## src/hw/rtl/ipd_pkg.sv

```systemverilog
// Package for the impact peak detector: field widths, fixed-point constants,
// register reset values and configuration register indexes.
// No dependencies; all other files but ipd_isqrt refer to it by scoped name.
`default_nettype none

package ipd_pkg;

    // Field widths of the channel payloads and registers.
    localparam int ACC_W  = 16;   // raw accelerometer axis field
    localparam int TIME_W = 32;   // millisecond timestamp
    localparam int MG_W   = 22;   // magnitudes in mg
    localparam int WIN_W  = 16;   // window length register
    localparam int CFG_W  = 32;   // configuration write data
    localparam int IDX_W  = 2;    // configuration register index

    // Fixed-point constants: 49 mg per count, 1 g with 4 fraction bits.
    localparam int unsigned MG_PER_COUNT = 49;
    localparam int unsigned ONE_G_Q4     = 16000;
    localparam int unsigned ROUND_HALF   = 8;

    // Register reset values.
    localparam logic [MG_W-1:0]   THRESHOLD_RST = MG_W'(8000);
    localparam logic [TIME_W-1:0] DEBOUNCE_RST  = TIME_W'(2000);
    localparam logic [WIN_W-1:0]  WINDOW_RST    = WIN_W'(300);

    // Configuration register indexes.
    typedef enum logic [IDX_W-1:0] {
        CFG_THRESHOLD = 2'd0,
        CFG_DEBOUNCE  = 2'd1,
        CFG_WINDOW    = 2'd2
    } t_cfg_index;

endpackage

`default_nettype wire

```

## src/hw/rtl/ipd_in_if.sv

```systemverilog
// Input channel of the impact peak detector: one accelerometer sample per
// transaction. Depends on ipd_pkg for the field widths.
`default_nettype none

interface ipd_in_if;
    logic                              valid;
    logic                              ready;
    logic signed [ipd_pkg::ACC_W-1:0]  accel_x;
    logic signed [ipd_pkg::ACC_W-1:0]  accel_y;
    logic signed [ipd_pkg::ACC_W-1:0]  accel_z;
    logic [ipd_pkg::TIME_W-1:0]        time_ms;

    modport source (output valid, accel_x, accel_y, accel_z, time_ms, input ready);
    modport sink   (input valid, accel_x, accel_y, accel_z, time_ms, output ready);
endinterface

`default_nettype wire

```

## src/hw/rtl/ipd_out_if.sv

```systemverilog
// Output channel of the impact peak detector: one result per transaction.
// Depends on ipd_pkg for the field widths.
`default_nettype none

interface ipd_out_if;
    logic                         valid;
    logic                         ready;
    logic [ipd_pkg::MG_W-1:0]     dynamic_mg;
    logic                         window_open;
    logic                         impact_valid;
    logic [ipd_pkg::MG_W-1:0]     impact_peak_mg;
    logic [ipd_pkg::TIME_W-1:0]   impact_time_ms;
    logic [ipd_pkg::MG_W-1:0]     session_peak_mg;

    modport source (output valid, dynamic_mg, window_open, impact_valid, impact_peak_mg,
                    impact_time_ms, session_peak_mg, input ready);
    modport sink   (input valid, dynamic_mg, window_open, impact_valid, impact_peak_mg,
                    impact_time_ms, session_peak_mg, output ready);
endinterface

`default_nettype wire

```

## src/hw/rtl/impact_peak_detector_top.sv

```systemverilog
// Impact peak detector top level: sequencer, squaring multiplier, scaling,
// window and debounce logic, output register. Depends on ipd_pkg, ipd_in_if,
// ipd_out_if and ipd_isqrt.
//
// Usage: each transaction on i_in carries one three-axis sample and its
// millisecond timestamp; each produces exactly one transaction on o_out with
// the sample's dynamic magnitude |length - 1 g| in mg, the window flag, an
// impact record when the sample closed a peak window, and the session peak.
// The user must set the three registers (threshold, debounce, window length)
// on i_cfg, one per cycle, with no sample in flight; the block does not check.
//
// Timing: the block works on one sample at a time. The three axes are
// squared on one shared multiplier, the square root produces one bit per
// cycle, the finished root is handed to the sequencer, then scaling,
// rounding and the window decision follow as separate steps. i_in.ready
// returns once the decision step has loaded the output register, so a new
// sample is taken only after the previous one's result is complete. The
// square root loop is the longest step.
//
// Reset (synchronous, active low) empties the output register, closes any
// window, clears the last impact time and the session peak, and restores
// the register defaults. If the receiver stalls, the finished result waits
// in the output register; the next sample is still accepted and computed,
// and its decision step waits until the register is free.
`default_nettype none

module impact_peak_detector_top #(
    parameter int SAMPLE_BITS = 16
) (
    input  wire logic                        i_clk,
    input  wire logic                        i_rst_n,
    input  wire logic                        i_cfg_we,
    input  wire logic [ipd_pkg::IDX_W-1:0]   i_cfg_index,
    input  wire logic [ipd_pkg::CFG_W-1:0]   i_cfg_data,
    ipd_in_if.sink                           i_in,
    ipd_out_if.source                        o_out
);

    localparam int SB     = SAMPLE_BITS;
    localparam int SQ_W   = 2 * SB;
    localparam int SUM_W  = SQ_W + 2;
    localparam int RAD_W  = SUM_W + 8;        // sum of squares times 256
    localparam int ROOT_W = RAD_W / 2;
    localparam int MG_W   = ROOT_W + 6;       // root times 49
    localparam int MW     = ipd_pkg::MG_W;
    localparam int TW     = ipd_pkg::TIME_W;

    typedef enum logic [5:0] {
        ST_IDLE   = 6'b000001,
        ST_SQUARE = 6'b000010,
        ST_ROOT   = 6'b000100,
        ST_SCALE  = 6'b001000,
        ST_ROUND  = 6'b010000,
        ST_DECIDE = 6'b100000
    } t_state;

    function automatic logic [SB-1:0] f_abs(input logic [SB-1:0] v);
        f_abs = v[SB-1] ? (~v + 1'b1) : v;
    endfunction

    // Configuration registers.
    logic [MW-1:0]                r_threshold;
    logic [TW-1:0]                r_debounce;
    logic [ipd_pkg::WIN_W-1:0]    r_window;

    // Sequencer and detector state.
    t_state        r_state;
    logic [1:0]    r_axis;
    logic          r_in_window;
    logic [TW-1:0] r_win_end;
    logic [MW-1:0] r_win_peak;
    logic [TW-1:0] r_last;
    logic [MW-1:0] r_session;

    // Datapath registers.
    logic [SB-1:0]    r_abs_x, r_abs_y, r_abs_z;
    logic [TW-1:0]    r_time;
    logic [SQ_W-1:0]  r_sq;
    logic [SUM_W-1:0] r_sum, n_sum;
    logic [MG_W-1:0]  r_mg;
    logic [MW-1:0]    r_dyn;

    // Output register.
    logic          r_out_valid;
    logic [MW-1:0] r_o_dyn;
    logic          r_o_window;
    logic          r_o_impact;
    logic [MW-1:0] r_o_peak;
    logic [TW-1:0] r_o_time;
    logic [MW-1:0] r_o_session;

    logic             in_accept;
    logic [SB-1:0]    sq_operand;
    logic [SQ_W-1:0]  sq_product;
    logic             sqrt_start;
    logic             sqrt_done;
    logic [ROOT_W-1:0] sqrt_root;
    logic [31:0]      mg_wide;
    logic [31:0]      dev;
    logic [31:0]      dev_rnd;
    logic             decide_go;
    logic [MW-1:0]    peak_upd;
    logic [TW-1:0]    since_end;
    logic [TW-1:0]    since_last;
    logic             win_close;
    logic             win_open;
    logic [MW-1:0]    session_upd;

    assign i_in.ready = (r_state == ST_IDLE);
    assign in_accept  = i_in.valid && i_in.ready;

    // Configuration writes; unknown indexes are ignored.
    always_ff @(posedge i_clk) begin
        if (!i_rst_n) begin
            r_threshold <= ipd_pkg::THRESHOLD_RST;
            r_debounce  <= ipd_pkg::DEBOUNCE_RST;
            r_window    <= ipd_pkg::WINDOW_RST;
        end else if (i_cfg_we) begin
            case (i_cfg_index)
                ipd_pkg::CFG_THRESHOLD: r_threshold <= i_cfg_data[MW-1:0];
                ipd_pkg::CFG_DEBOUNCE:  r_debounce  <= i_cfg_data[TW-1:0];
                ipd_pkg::CFG_WINDOW:    r_window    <= i_cfg_data[ipd_pkg::WIN_W-1:0];
                default: ;
            endcase
        end
    end

    // Shared squaring multiplier: axis 0, 1, 2 are squared in successive
    // cycles and each product is registered and added to the sum in the next cycle.
    always_comb begin
        case (r_axis)
            2'd0:    sq_operand = r_abs_x;
            2'd1:    sq_operand = r_abs_y;
            default: sq_operand = r_abs_z;
        endcase
        sq_product = SQ_W'(sq_operand) * SQ_W'(sq_operand);
        n_sum      = (r_axis == 2'd0) ? '0 : r_sum + SUM_W'(r_sq);
    end

    assign sqrt_start = (r_state == ST_SQUARE) && (r_axis == 2'd3);

    ipd_isqrt #(
        .RAD_W (RAD_W)
    ) u_isqrt (
        .i_clk      (i_clk),
        .i_rst_n    (i_rst_n),
        .i_start    (sqrt_start),
        .i_radicand ({n_sum, 8'h00}),
        .o_done     (sqrt_done),
        .o_root     (sqrt_root)
    );

    // Distance from 1 g with 4 fraction bits, rounded half up to whole mg.
    always_comb begin
        mg_wide = 32'(r_mg);
        if (mg_wide >= 32'(ipd_pkg::ONE_G_Q4)) begin
            dev = mg_wide - 32'(ipd_pkg::ONE_G_Q4);
        end else begin
            dev = 32'(ipd_pkg::ONE_G_Q4) - mg_wide;
        end
        dev_rnd = dev + 32'(ipd_pkg::ROUND_HALF);
    end

    // Window decision. An open window tracks the peak and closes on the
    // first sample whose signed distance to the end time is not negative.
    // A closed window opens when the magnitude reaches the threshold and
    // the debounce time since the last impact has passed.
    always_comb begin
        decide_go   = (r_state == ST_DECIDE) && (!r_out_valid || o_out.ready);
        peak_upd    = (r_dyn > r_win_peak) ? r_dyn : r_win_peak;
        since_end   = r_time - r_win_end;
        since_last  = r_time - r_last;
        win_close   = r_in_window && !since_end[TW-1];
        win_open    = !r_in_window && (r_dyn >= r_threshold) && (since_last >= r_debounce);
        session_upd = (win_close && (peak_upd > r_session)) ? peak_upd : r_session;
    end

    // Sequencer and detector state.
    always_ff @(posedge i_clk) begin
        if (!i_rst_n) begin
            r_state     <= ST_IDLE;
            r_axis      <= '0;
            r_in_window <= 1'b0;
            r_win_end   <= '0;
            r_win_peak  <= '0;
            r_last      <= '0;
            r_session   <= '0;
            r_out_valid <= 1'b0;
        end else begin
            // A new result fills the output register; otherwise it empties
            // once the receiver takes it.
            if (decide_go) begin
                r_out_valid <= 1'b1;
            end else if (o_out.ready) begin
                r_out_valid <= 1'b0;
            end
            case (r_state)
                ST_IDLE: begin
                    if (in_accept) begin
                        r_state <= ST_SQUARE;
                        r_axis  <= '0;
                    end
                end
                ST_SQUARE: begin
                    r_axis <= r_axis + 1'b1;
                    if (r_axis == 2'd3) begin
                        r_state <= ST_ROOT;
                    end
                end
                ST_ROOT: begin
                    if (sqrt_done) begin
                        r_state <= ST_SCALE;
                    end
                end
                ST_SCALE: r_state <= ST_ROUND;
                ST_ROUND: r_state <= ST_DECIDE;
                ST_DECIDE: begin
                    if (decide_go) begin
                        r_state     <= ST_IDLE;
                        if (r_in_window) begin
                            r_win_peak <= peak_upd;
                            if (win_close) begin
                                r_in_window <= 1'b0;
                                r_last      <= r_time;
                                r_session   <= session_upd;
                            end
                        end else if (win_open) begin
                            r_in_window <= 1'b1;
                            r_win_end   <= r_time + TW'(r_window);
                            r_win_peak  <= r_dyn;
                        end
                    end
                end
                default: r_state <= ST_IDLE;
            endcase
        end
    end

    // Datapath and output payload registers.
    always_ff @(posedge i_clk) begin
        if (in_accept) begin
            r_abs_x <= f_abs(i_in.accel_x[SB-1:0]);
            r_abs_y <= f_abs(i_in.accel_y[SB-1:0]);
            r_abs_z <= f_abs(i_in.accel_z[SB-1:0]);
            r_time  <= i_in.time_ms;
        end
        if (r_state == ST_SQUARE) begin
            r_sq  <= sq_product;
            r_sum <= n_sum;
        end
        if (r_state == ST_SCALE) begin
            r_mg <= MG_W'(sqrt_root) * MG_W'(ipd_pkg::MG_PER_COUNT);
        end
        if (r_state == ST_ROUND) begin
            r_dyn <= dev_rnd[MW+3:4];
        end
        if (decide_go) begin
            r_o_dyn     <= r_dyn;
            r_o_window  <= r_in_window ? !win_close : win_open;
            r_o_impact  <= win_close;
            r_o_peak    <= win_close ? peak_upd : '0;
            r_o_time    <= win_close ? r_time : '0;
            r_o_session <= session_upd;
        end
    end

    assign o_out.valid           = r_out_valid;
    assign o_out.dynamic_mg      = r_o_dyn;
    assign o_out.window_open     = r_o_window;
    assign o_out.impact_valid    = r_o_impact;
    assign o_out.impact_peak_mg  = r_o_peak;
    assign o_out.impact_time_ms  = r_o_time;
    assign o_out.session_peak_mg = r_o_session;

    // The sequencer state stays a single hot bit.
    a_state_onehot: assert property (@(posedge i_clk) disable iff (!i_rst_n)
        $onehot(r_state))
        else $error("sequencer state is not one-hot");

    // The square root only finishes while the sequencer waits for it.
    a_sqrt_done_in_root: assert property (@(posedge i_clk) disable iff (!i_rst_n)
        sqrt_done |-> (r_state == ST_ROOT))
        else $error("square root finished outside the root state");

    // An accepted sample starts squaring with the first axis.
    a_accept_starts: assert property (@(posedge i_clk) disable iff (!i_rst_n)
        in_accept |=> (r_state == ST_SQUARE) && (r_axis == 2'd0))
        else $error("accepted sample did not start the squaring step");

    // A recorded impact closes the window and never exceeds the session peak.
    a_impact_consistent: assert property (@(posedge i_clk) disable iff (!i_rst_n)
        (r_out_valid && r_o_impact) |-> (!r_o_window && (r_o_session >= r_o_peak)))
        else $error("impact result inconsistent with window or session peak");

    // Without an impact the impact fields read zero.
    a_no_impact_zero: assert property (@(posedge i_clk) disable iff (!i_rst_n)
        (r_out_valid && !r_o_impact) |-> ((r_o_peak == '0) && (r_o_time == '0)))
        else $error("impact fields not zero without an impact");

endmodule

`default_nettype wire

```

## src/hw/rtl/ipd_isqrt.sv

```systemverilog
// Iterative integer square root, one root bit per cycle (restoring method).
// Standalone; instantiated by impact_peak_detector_top.
`default_nettype none

module ipd_isqrt #(
    parameter int RAD_W = 42
) (
    input  wire logic                  i_clk,
    input  wire logic                  i_rst_n,
    input  wire logic                  i_start,
    input  wire logic [RAD_W-1:0]      i_radicand,
    output logic                       o_done,
    output logic [RAD_W/2-1:0]         o_root
);

    localparam int ROOT_W = RAD_W / 2;
    localparam int CNT_W  = $clog2(ROOT_W + 1);

    logic [RAD_W-1:0]  r_rad,  n_rad;
    logic [ROOT_W:0]   r_rem,  n_rem;
    logic [ROOT_W-1:0] r_root, n_root;
    logic [CNT_W-1:0]  r_cnt;
    logic              r_done;

    logic [ROOT_W+2:0] rem_shift;
    logic [ROOT_W+2:0] trial;
    logic [ROOT_W+2:0] diff;
    logic              fits;

    // The remainder takes the next two radicand bits; the trial subtrahend
    // is four times the partial root plus one.
    always_comb begin
        rem_shift = {r_rem, r_rad[RAD_W-1 -: 2]};
        trial     = {1'b0, r_root, 2'b01};
        diff      = rem_shift - trial;
        fits      = (rem_shift >= trial);
        n_rad     = {r_rad[RAD_W-3:0], 2'b00};
        if (fits) begin
            n_rem  = diff[ROOT_W:0];
            n_root = {r_root[ROOT_W-2:0], 1'b1};
        end else begin
            n_rem  = rem_shift[ROOT_W:0];
            n_root = {r_root[ROOT_W-2:0], 1'b0};
        end
    end

    always_ff @(posedge i_clk) begin
        if (!i_rst_n) begin
            r_cnt  <= '0;
            r_done <= 1'b0;
        end else if (i_start) begin
            r_cnt  <= CNT_W'(ROOT_W);
            r_done <= 1'b0;
        end else if (r_cnt != '0) begin
            r_cnt  <= r_cnt - 1'b1;
            r_done <= (r_cnt == CNT_W'(1));
        end else begin
            r_done <= 1'b0;
        end
    end

    always_ff @(posedge i_clk) begin
        if (i_start) begin
            r_rad  <= i_radicand;
            r_rem  <= '0;
            r_root <= '0;
        end else if (r_cnt != '0) begin
            r_rad  <= n_rad;
            r_rem  <= n_rem;
            r_root <= n_root;
        end
    end

    assign o_done = r_done;
    assign o_root = r_root;

endmodule

`default_nettype wire

```

## src/flat_wrapper.sv

```systemverilog
// flat-port wrapper written by rule: the top's interface ports become plain ports
module impact_peak_detector_top_flat 
#(
    parameter int SAMPLE_BITS = 16
)
  (i_clk, i_rst_n, i_cfg_we, i_cfg_index, i_cfg_data, i_in_valid, i_in_accel_x, i_in_accel_y, i_in_accel_z, i_in_time_ms, i_in_ready, o_out_valid, o_out_dynamic_mg, o_out_window_open, o_out_impact_valid, o_out_impact_peak_mg, o_out_impact_time_ms, o_out_session_peak_mg, o_out_ready);
  ipd_in_if i_in_i ();
  ipd_out_if o_out_i ();
  input  wire logic i_clk;
  input  wire logic i_rst_n;
  input  wire logic i_cfg_we;
  input  wire logic [ipd_pkg::IDX_W-1:0] i_cfg_index;
  input  wire logic [ipd_pkg::CFG_W-1:0] i_cfg_data;
  input wire logic [$bits(i_in_i.valid)-1:0] i_in_valid;
  input wire logic [$bits(i_in_i.accel_x)-1:0] i_in_accel_x;
  input wire logic [$bits(i_in_i.accel_y)-1:0] i_in_accel_y;
  input wire logic [$bits(i_in_i.accel_z)-1:0] i_in_accel_z;
  input wire logic [$bits(i_in_i.time_ms)-1:0] i_in_time_ms;
  output wire logic [$bits(i_in_i.ready)-1:0] i_in_ready;
  output wire logic [$bits(o_out_i.valid)-1:0] o_out_valid;
  output wire logic [$bits(o_out_i.dynamic_mg)-1:0] o_out_dynamic_mg;
  output wire logic [$bits(o_out_i.window_open)-1:0] o_out_window_open;
  output wire logic [$bits(o_out_i.impact_valid)-1:0] o_out_impact_valid;
  output wire logic [$bits(o_out_i.impact_peak_mg)-1:0] o_out_impact_peak_mg;
  output wire logic [$bits(o_out_i.impact_time_ms)-1:0] o_out_impact_time_ms;
  output wire logic [$bits(o_out_i.session_peak_mg)-1:0] o_out_session_peak_mg;
  input wire logic [$bits(o_out_i.ready)-1:0] o_out_ready;
  assign i_in_i.valid = i_in_valid;
  assign i_in_i.accel_x = i_in_accel_x;
  assign i_in_i.accel_y = i_in_accel_y;
  assign i_in_i.accel_z = i_in_accel_z;
  assign i_in_i.time_ms = i_in_time_ms;
  assign i_in_ready = i_in_i.ready;
  assign o_out_valid = o_out_i.valid;
  assign o_out_dynamic_mg = o_out_i.dynamic_mg;
  assign o_out_window_open = o_out_i.window_open;
  assign o_out_impact_valid = o_out_i.impact_valid;
  assign o_out_impact_peak_mg = o_out_i.impact_peak_mg;
  assign o_out_impact_time_ms = o_out_i.impact_time_ms;
  assign o_out_session_peak_mg = o_out_i.session_peak_mg;
  assign o_out_i.ready = o_out_ready;
  impact_peak_detector_top #(.SAMPLE_BITS(SAMPLE_BITS)) u_core (.i_clk(i_clk), .i_rst_n(i_rst_n), .i_cfg_we(i_cfg_we), .i_cfg_index(i_cfg_index), .i_cfg_data(i_cfg_data), .i_in(i_in_i), .o_out(o_out_i));
endmodule
```

## config.mk

```make
export PLATFORM = sky130hd
export DESIGN_NAME = impact_peak_detector_top_flat
export DESIGN_NICKNAME = d
export VERILOG_FILES = /design/src/hw/rtl/ipd_pkg.sv /design/src/hw/rtl/ipd_in_if.sv /design/src/hw/rtl/ipd_out_if.sv /design/src/hw/rtl/impact_peak_detector_top.sv /design/src/hw/rtl/ipd_isqrt.sv /design/src/flat_wrapper.sv
export SDC_FILE = /design/constraint.sdc
export NUM_CORES = 2
export LEC_CHECK = 0
export ABC_AREA = 1
export BUFFER_PORTS_ARGS = -buffer_cell sky130_fd_sc_hd__buf_2
export CORE_UTILIZATION = 30
export CTS_CLUSTER_DIAMETER = 150
export DETAILED_ROUTE_END_ITERATION = 16
export GPL_ROUTABILITY_DRIVEN = 1
export PLACE_DENSITY = 0.52
export SYNTH_ARGS = -nofsm -noshare
export SYNTH_HDL_FRONTEND = slang
export SYNTH_SLANG_ARGS = --single-unit
export TNS_END_PERCENT = 30
```

## constraint.sdc

```tcl
create_clock -name i_clk -period 10.2 [get_ports i_clk]
set_clock_uncertainty 0.05 [all_clocks]
set_input_delay 0.51 -clock i_clk [delete_from_list [all_inputs] [get_ports i_clk]]
set_output_delay 0.51 -clock i_clk [all_outputs]
set_load 0.02 [all_outputs]
```

==> results.sh <==
export IMPL_most_frequent_cells_in_the_layout="1169 x sky130_fd_sc_hd__nand2_1, 883 x sky130_fd_sc_hd__inv_1, 456 x sky130_fd_sc_hd__a21oi_1"
export IMPL_reg2reg_setup_slack_ns=2.28
export IMPL_totalNegativeSetupSlack_ns=0
export IMPL_grt_pass1_wl_um=184000
export IMPL_synth_cell_area_sq_um=42300
export IMPL_fp_row_count=137
export IMPL_postSynthCellCount=5308
export IMPL_remaining_drc_errors=0
export IMPL_fin_crit_share_pct=77.6
export IMPL_place_congestion=0.875
export IMPL_clkLatencyLatePin_ns=0.67
export IMPL_fin_crit_period_ns=7.92
export IMPL_crit_path_end_kind="register"
export IMPL_port_buffer_count=220
export IMPL_required_ns=10.54
export IMPL_route_antenna_remaining_nets=0
export IMPL_cts_resized_gates=0
export IMPL_worstPathMaxFanout=32
export IMPL_die_width_um=378
export IMPL_setup_violations=0
export IMPL_final_max_slew_violation_count=0
export IMPL_cts_inserted_buffers=71
export IMPL_start_util_pct=30.3
export IMPL_number_of_sinks_driven_by_the_clock_tree=565
export IMPL_rsz0062_at_grt="false"
export IMPL_path_clk_slew_ns=0.06
export IMPL_status="completed"
export IMPL_core_area_sq_um=140000
export IMPL_critical_path_arrival_ns=8.26
export IMPL_worstMarginPinSlew_ns=1.15
export IMPL_min_path_type="primary input to register"
export IMPL_dp_final_hpwl_um=89300
export IMPL_async_reset_ff_share_pct=0
export IMPL_postLayoutCoreUtil_pct=34.4
export IMPL_wirelength_um=115000
export IMPL_synth_yosys_warnings=0
export IMPL_worst_path_class_setup="register to register"
export IMPL_post_drt_wl_per_cell_um=15.4
export IMPL_vias_in_the_first_global_route=33900
export IMPL_maxClockFrequency_mhz=126
export IMPL_synth_ff_latch_count=565
export IMPL_drt_first_pass_iters=6
export IMPL_post_layout_nonfiller_instances=7461
export IMPL_holdWs_ns=0.0695
export IMPL_worst_max_slew_margin_expressed_relative_to_the_limit_pct=23.6
export IMPL_tritoncts="done"
export IMPL_clock_path_buffers=3
export IMPL_syn_mean_instance_area_sq_um=7.97
export IMPL_area_growth_synth_to_final_pct=13.6
export IMPL_ios=221
export IMPL_via_count=34400
export IMPL_detail_routed_via_count_per_cell=4.61
export IMPL_most_common_cell_after_layout_fill_and_taps_aside="sky130_fd_sc_hd__nand2_1"
export IMPL_groute_usage_overall_pct=16.2
export IMPL_yosysSeqAreaShare_pct=34.5
export IMPL_antenna_found_initial=12
export IMPL_cts_root_buffer_cell="sky130_fd_sc_hd__clkbuf_16"
export IMPL_post_route_cells_drive_above_1_share_pct=7.98
export IMPL_drt_first_iter_violations=2193
export IMPL_die_area_sq_um=143000
export IMPL_synth_edff_count=328
export IMPL_grt_max_degree=100
export IMPL_worst_setup_path_start_kind="register"
export IMPL_drv_max_cap_violation_count=0
export IMPL_number_of_levels_the_h_tree_was_split_into=3
export IMPL_die_ht_um=378
export IMPL_globalRouteOverflowTotal=0
export IMPL_ys_dominant_reg_cell="sky130_fd_sc_hd__edfxtp_1"
export IMPL_syn_num_nets=6016
export IMPL_hold_viol=0
export IMPL_finish_net_count=6229
export IMPL_synth_cell_type_count=53
export IMPL_dp_cells=7291
export IMPL_cts_setup_buffers=0
[logic make-up (layout without fill, tap and decap cells)]
family          after synthesis  in the layout  synth area share (%)
flops                       565            565                  34.5
compound gates              866            866                  11.0
fa+ha+maj                   589            589                  20.7
buf+inv                    1032           1303                  9.26
mux                           1              1                0.0266
simple gates               2057           2057                  20.5
xor+xnor                    198            198                  4.10
other cells                   0              6                     0
[metal layers]
metal	global-route usage, %	wire [um]
met4	4.17	2280
met2	27.3	53500
met5	0	63
met1	21.3	54000
met3	2.58	5360
[critical path, cell delays in order (launching register included)]
cell                       delay (ns)
sky130_fd_sc_hd__dfxtp_1         0.37
sky130_fd_sc_hd__inv_1           0.09
sky130_fd_sc_hd__ha_1            0.19
sky130_fd_sc_hd__buf_4           0.25
sky130_fd_sc_hd__nor2_1          0.75
sky130_fd_sc_hd__a21oi_1         0.35
sky130_fd_sc_hd__inv_1           0.47
sky130_fd_sc_hd__nand2_1         0.20
sky130_fd_sc_hd__fa_1            0.55
sky130_fd_sc_hd__fa_1            0.55
sky130_fd_sc_hd__inv_1           0.05
sky130_fd_sc_hd__fa_1            0.51
sky130_fd_sc_hd__fa_1            0.44
sky130_fd_sc_hd__fa_1            0.54
sky130_fd_sc_hd__inv_1           0.05
sky130_fd_sc_hd__fa_1            0.52
sky130_fd_sc_hd__inv_1           0.04
sky130_fd_sc_hd__ha_1            0.36
sky130_fd_sc_hd__nand2_1         0.11
sky130_fd_sc_hd__nor2_1          0.11
sky130_fd_sc_hd__inv_1           0.04
sky130_fd_sc_hd__o21bai_1        0.39
sky130_fd_sc_hd__a21oi_1         0.19
sky130_fd_sc_hd__o21bai_1        0.22
sky130_fd_sc_hd__nand2_1         0.10
sky130_fd_sc_hd__nand3_1         0.08
sky130_fd_sc_hd__nand2_1         0.06
[state kept, by name (all words and copies together) (netlist names), 21 cells and up]
| name | count |
|---|---|
| u_core.o_out.dynamic_mg | 22 |
| u_core.o_out.impact_peak_mg | 22 |
| u_core.o_out.impact_time_ms | 32 |
| u_core.o_out.session_peak_mg | 22 |
| u_core.r_debounce | 32 |
| u_core.r_dyn | 22 |
| u_core.r_last | 32 |
| u_core.r_mg | 27 |
| u_core.r_session | 22 |
| u_core.r_sq | 31 |
| u_core.r_sum | 34 |
| u_core.r_threshold | 22 |
| u_core.r_time | 32 |
| u_core.r_win_end | 32 |
| u_core.r_win_peak | 22 |
| u_core.u_isqrt.o_root | 21 |
| u_core.u_isqrt.r_rad | 34 |
| u_core.u_isqrt.r_rem | 22 |
[Yosys cell counts, drive strengths merged (2+ instances only)]
| cell | number | area (sq um) |
|---|---|---|
| a211oi | 7 | 52.6 |
| a21boi | 11 | 82.6 |
| a21o | 18 | 135 |
| a21oi | 456 | 2280 |
| a22o | 6 | 52.6 |
| a31o | 3 | 26.3 |
| a31oi | 17 | 106 |
| and2 | 2 | 12.5 |
| buf | 35 | 176 |
| clkbuf | 103 | 387 |
| clkinv | 2 | 7.51 |
| dfxtp | 237 | 4740 |
| edfxtp | 328 | 9850 |
| fa | 182 | 3640 |
| ha | 407 | 5090 |
| inv | 892 | 3350 |
| nand2 | 1199 | 4620 |
| nand3 | 238 | 1210 |
| nand3b | 13 | 97.6 |
| nand4 | 60 | 375 |
| nor2 | 453 | 1820 |
| nor3 | 56 | 280 |
| nor3b | 3 | 22.5 |
| nor4 | 22 | 144 |
| o211ai | 20 | 150 |
| o21a | 16 | 120 |
| o21ai | 283 | 1430 |
| o21bai | 20 | 150 |
| o31ai | 3 | 22.5 |
| or2 | 10 | 62.6 |
| xnor2 | 64 | 561 |
| xor2 | 134 | 1170 |
[final cells by class]
type / count / area (sq um)
diodes: 6 / 15.0
clock buffers: 95 / 1960
clock inverters: 36 / 345
fillers: 14700 / 91600
inverters: 894 / 3360
multi-input cells: 3711 / 23800
flip-flops and latches: 565 / 14600
well taps: 1876 / 2350
repair buffers: 278 / 1620
[final timing paths]
path         cells past startpoint                 to             start
max reg2reg                     26    u_core.r_sq[27]  u_core.r_axis[0]
min reg2reg                      2   u_core.r_last[0]  u_core.r_last[0]
min                              2  u_core.r_state[0]        i_in_valid
max                             26    u_core.r_sq[27]  u_core.r_axis[0]
[through the flow]
stage               cell area (sq um)  setup slack, ns
floorplan                       42300             3.40
global placement                45400             2.41
detailed placement              45400             2.28
CTS                             48000             2.24
global route                    48100             1.67
finish                          48100             2.28
[repair_timing]
item / 4_1_cts / 5_1_grt
hold buffers: 33 / 0
endpoints found under the hold margin: 33 / 0
endpoints found under the setup margin: 0 / 0
Power is not shown: default switching activity piles up to over one toggle a cycle in this logic, so the estimate is an artifact.
